File: config.mk
export PLATFORM = sky130hd
export DESIGN_NAME = d2sd_mul32
export DESIGN_NICKNAME = d
export VERILOG_FILES = /design/src/rtl/d2sd_mul32.sv
export SDC_FILE = /design/constraint.sdc
export NUM_CORES = 2
export LEC_CHECK = 0
export BUFFER_PORTS_ARGS = -buffer_cell sky130_fd_sc_hd__buf_2
export CORE_ASPECT_RATIO = 0.8
export CORE_MARGIN = 4
export CORE_UTILIZATION = 28
export DETAILED_ROUTE_END_ITERATION = 10
export SLEW_MARGIN = 20
export SYNTH_ARGS = -nofsm -noshare
export SYNTH_HDL_FRONTEND = slang
export SYNTH_SLANG_ARGS = --single-unit
File: constraint.sdc
create_clock -name clock -period 18.9 [get_ports clock]
set_clock_uncertainty 0.2 [all_clocks]
set_input_delay 0 -clock clock [delete_from_list [all_inputs] [get_ports clock]]
set_output_delay 0 -clock clock [all_outputs]
set_load 0.1 [all_outputs]
File: src/rtl/d2sd_mul32.sv
// Shared 32x32 unsigned multiplier with a registered 64-bit product.
// Depends on nothing; the sequencer feeds it one partial product a cycle.
module d2sd_mul32 (
   input  logic        clock,
   input  logic [31:0] mul_a,
   input  logic [31:0] mul_b,
   output logic [63:0] mul_p
);

   logic [63:0] prod_ff;
   logic [63:0] prod_in;

   assign prod_in = {32'd0, mul_a} * {32'd0, mul_b};
   assign mul_p = prod_ff;

   always_ff @(posedge clock) begin
      prod_ff <= prod_in;
   end

endmodule

==> metrics.cfg <==
[setup_path]
critPathMaxFanout = 32
crit_path_end_kind = flop
path_class = in -> reg
crit_start = mul_a[18]
cpMostUsedCell = fa_1
cp_top_family = adder cells
crit_arrival_ps = 8270
path_buf_inv = 3
crit_path_top_delay_cell = buf_2
max_stage_delay_ps = 700
crit_chain = buf_2, and2_1, fa_1, fa_1, inv_1, fa_1, fa_1, inv_1, fa_1, fa_1, fa_1, fa_1, ha_1, nand4_1, or4_1, or3_1, a31oi_1, a31o_2, a211oi_1, o21ai_1, xor2_1
startpoint_type = input port
crit_required_ps = 19010

[clock_tree]
cts_max_level = 3
cts_tree = built
cts_buffers = 9
post_cts_buffers = 0
root_buffer = clkbuf_16
ctsResizeCount = 0
cts.clk_slew.worst_paths_ps = 70
cts.sinks = 64
hold_buffers = 0
clockBufferDepth = 2

[outcome]
outcome = finished, final reports clean

[global_routing]
grt_pass1_vias = 26900
grt_use_met1_pct = 24.6
overflow = 0
grt.busiest_layer = met2
antenna_found_initial = 11
track_usage_pct = 16.5
grt_util_met3_pct = 4.18
grt_pass1_wl_um = 165000
grt_max_degree = 33
met2_usage_pct = 24.6

[worst_hold_path]
min_to = mul_p[0]
min_from = mul_a[0]
hp-class = in -> reg
holdPathStages = 3

[sta]
period_needed_ps = 8160
max_slew_margin_pct = 35.6
period_share_pct = 43.2
tns_ps = 0
rsz0062_at_grt = false
drv_slew = 0
finalHoldViolations = 0
setup_viol = 0
fmax_ghz = 0.123
worst_pin_slew_ps = 965

[yosys]
yosys.cell_types.count = 56
avgSynthCellArea_um2 = 9.21
syn_nets = 4982
syn_area_um2 = 34600
netlist_instances = 3758
synth_ff_type = dfxtp_1
ys_ff_latch = 64
yosysSeqAreaShare_pct = 3.70
synth_edf_count = 0
ys.warnings.count = 0
async_flop_share_pct = 0

[floorplanning]
die_w_um = 401
core-area_um2 = 123000
io_pins = 129
start_util_pct = 28.2
dieArea_um2 = 129000
die_h_um = 323
rows = 115

[layout]
num-nets-final = 4898
drive_gt1_share_pct = 4.32
area_growth_pct = 6.26
largest_reg_flops = 64
register_area_um2 = 1280
multi_input_area_um2 = 29200
fill_cells = 12900

[route]
first_iter_violations = 1835
post_drt_wl_per_cell_um = 19.6
wl_um = 104000
antenna_left = 0
drc = 0
viasPerCell = 4.65
vias = 24700
firstDrtPassIters = 5

[run]
drv_cap = 0

[place]
port_buffers = 128
gp_congestion = 0.898
dp_hpwl_um = 81800

## stage by stage
step	util [%]	cell area, um2	setup WS [ps]	instances	hold WS, ps
finish	29.9	36800	10740	5320	48.6
global route	29.9	36800	10370	5318	58.9
CTS	29.9	36800	10710	5317	26.8
detailed placement	29.7	36500	10360	5301	350
floorplan	-	34600	11950	3758	-72.7
global placement	29.7	36500	10520	5301	351
## cells in the mapped netlist, types with 3 or more instances
cell type	count	area (um2)
nor3_1	5	25.0
a21oi_1	68	340
o21bai_1	10	75.1
and4_1	4	35.0
nand2_1	478	1790
nand3_1	12	60.1
inv_1	863	3240
and2_1	603	3770
a21o_1	37	278
nand4_1	24	150
a221o_1	4	40.0
buf_2	9	45.0
xnor2_1	33	289
nor2_1	21	78.8
o21a_1	8	60.1
o221ai_1	3	26.3
and3_1	14	87.6
ha_1	263	3290
or3_1	5	31.3
or2_2	3	18.8
a211oi_1	4	30.0
or4_1	3	22.5
a21boi_0	3	22.5
o21ai_0	28	140
fa_1	896	17900
o211ai_1	3	22.5
clkbuf_1	215	807
dfxtp_1	64	1280
a311oi_1	3	26.3
xor2_1	26	228
a31oi_1	11	68.8
## cells by family after synthesis
logic type,Yosys count,share of synthesized area [%]
AO/OA/AOI/OAI,205,3.92
XOR/XNOR,59,1.49
flip-flops,64,3.70
multiplexers,1,0.0289
AND/OR/NAND/NOR,1180,17.7
buffers and inverters,1090,11.9
adder cells (fa/ha/maj),1159,61.3
## area by class of cell
cell class | count | area share [%]
Antenna cell | 3 | 0.0204
Clock buffer | 9 | 0.612
Clock inverter | 7 | 0.214
Inverter | 863 | 8.80
Multi-Input combinational cell | 2604 | 79.5
Sequential cell | 64 | 3.48
Tap cell | 1638 | 5.57
Timing Repair Buffer | 132 | 1.82
## metal layers
layer  vias to the layer above  wire (um)  share of wire (%)
li1                      10700          -                  -
met4                         4       1260                1.2
met5                         -         23              0.022
met1                     13000      48800                 47
met3                        89       9820                9.4
met2                       992      44200                 42
## placed cells by master, fill, tap and decap left out, drive strengths merged, types with 8 or more instances in the layout
master	n
buf	132
nor2	21
o21bai	10
inv	865
dfxtp	64
nand3	12
nand4	24
a21o	37
xor2	26
clkbuf	9
and2	603
a31oi	12
ha	263
a21oi	70
fa	896
o21a	8
nand2	478
and3	14
o21ai	30
xnor2	33
## worst max path at each step
stage                endpoint  slack (ps)  cells after the start
global placement    mul_p[62]       10520                     22
finish              mul_p[62]       10740                     21
detailed placement  mul_p[62]       10360                     22
floorplan           mul_p[62]       11950                     25
global route        mul_p[62]       10370                     25
CTS                 mul_p[62]       10710                     22
Power is not shown: default switching activity piles up to over one toggle a cycle in this logic, so the estimate is an artifact.
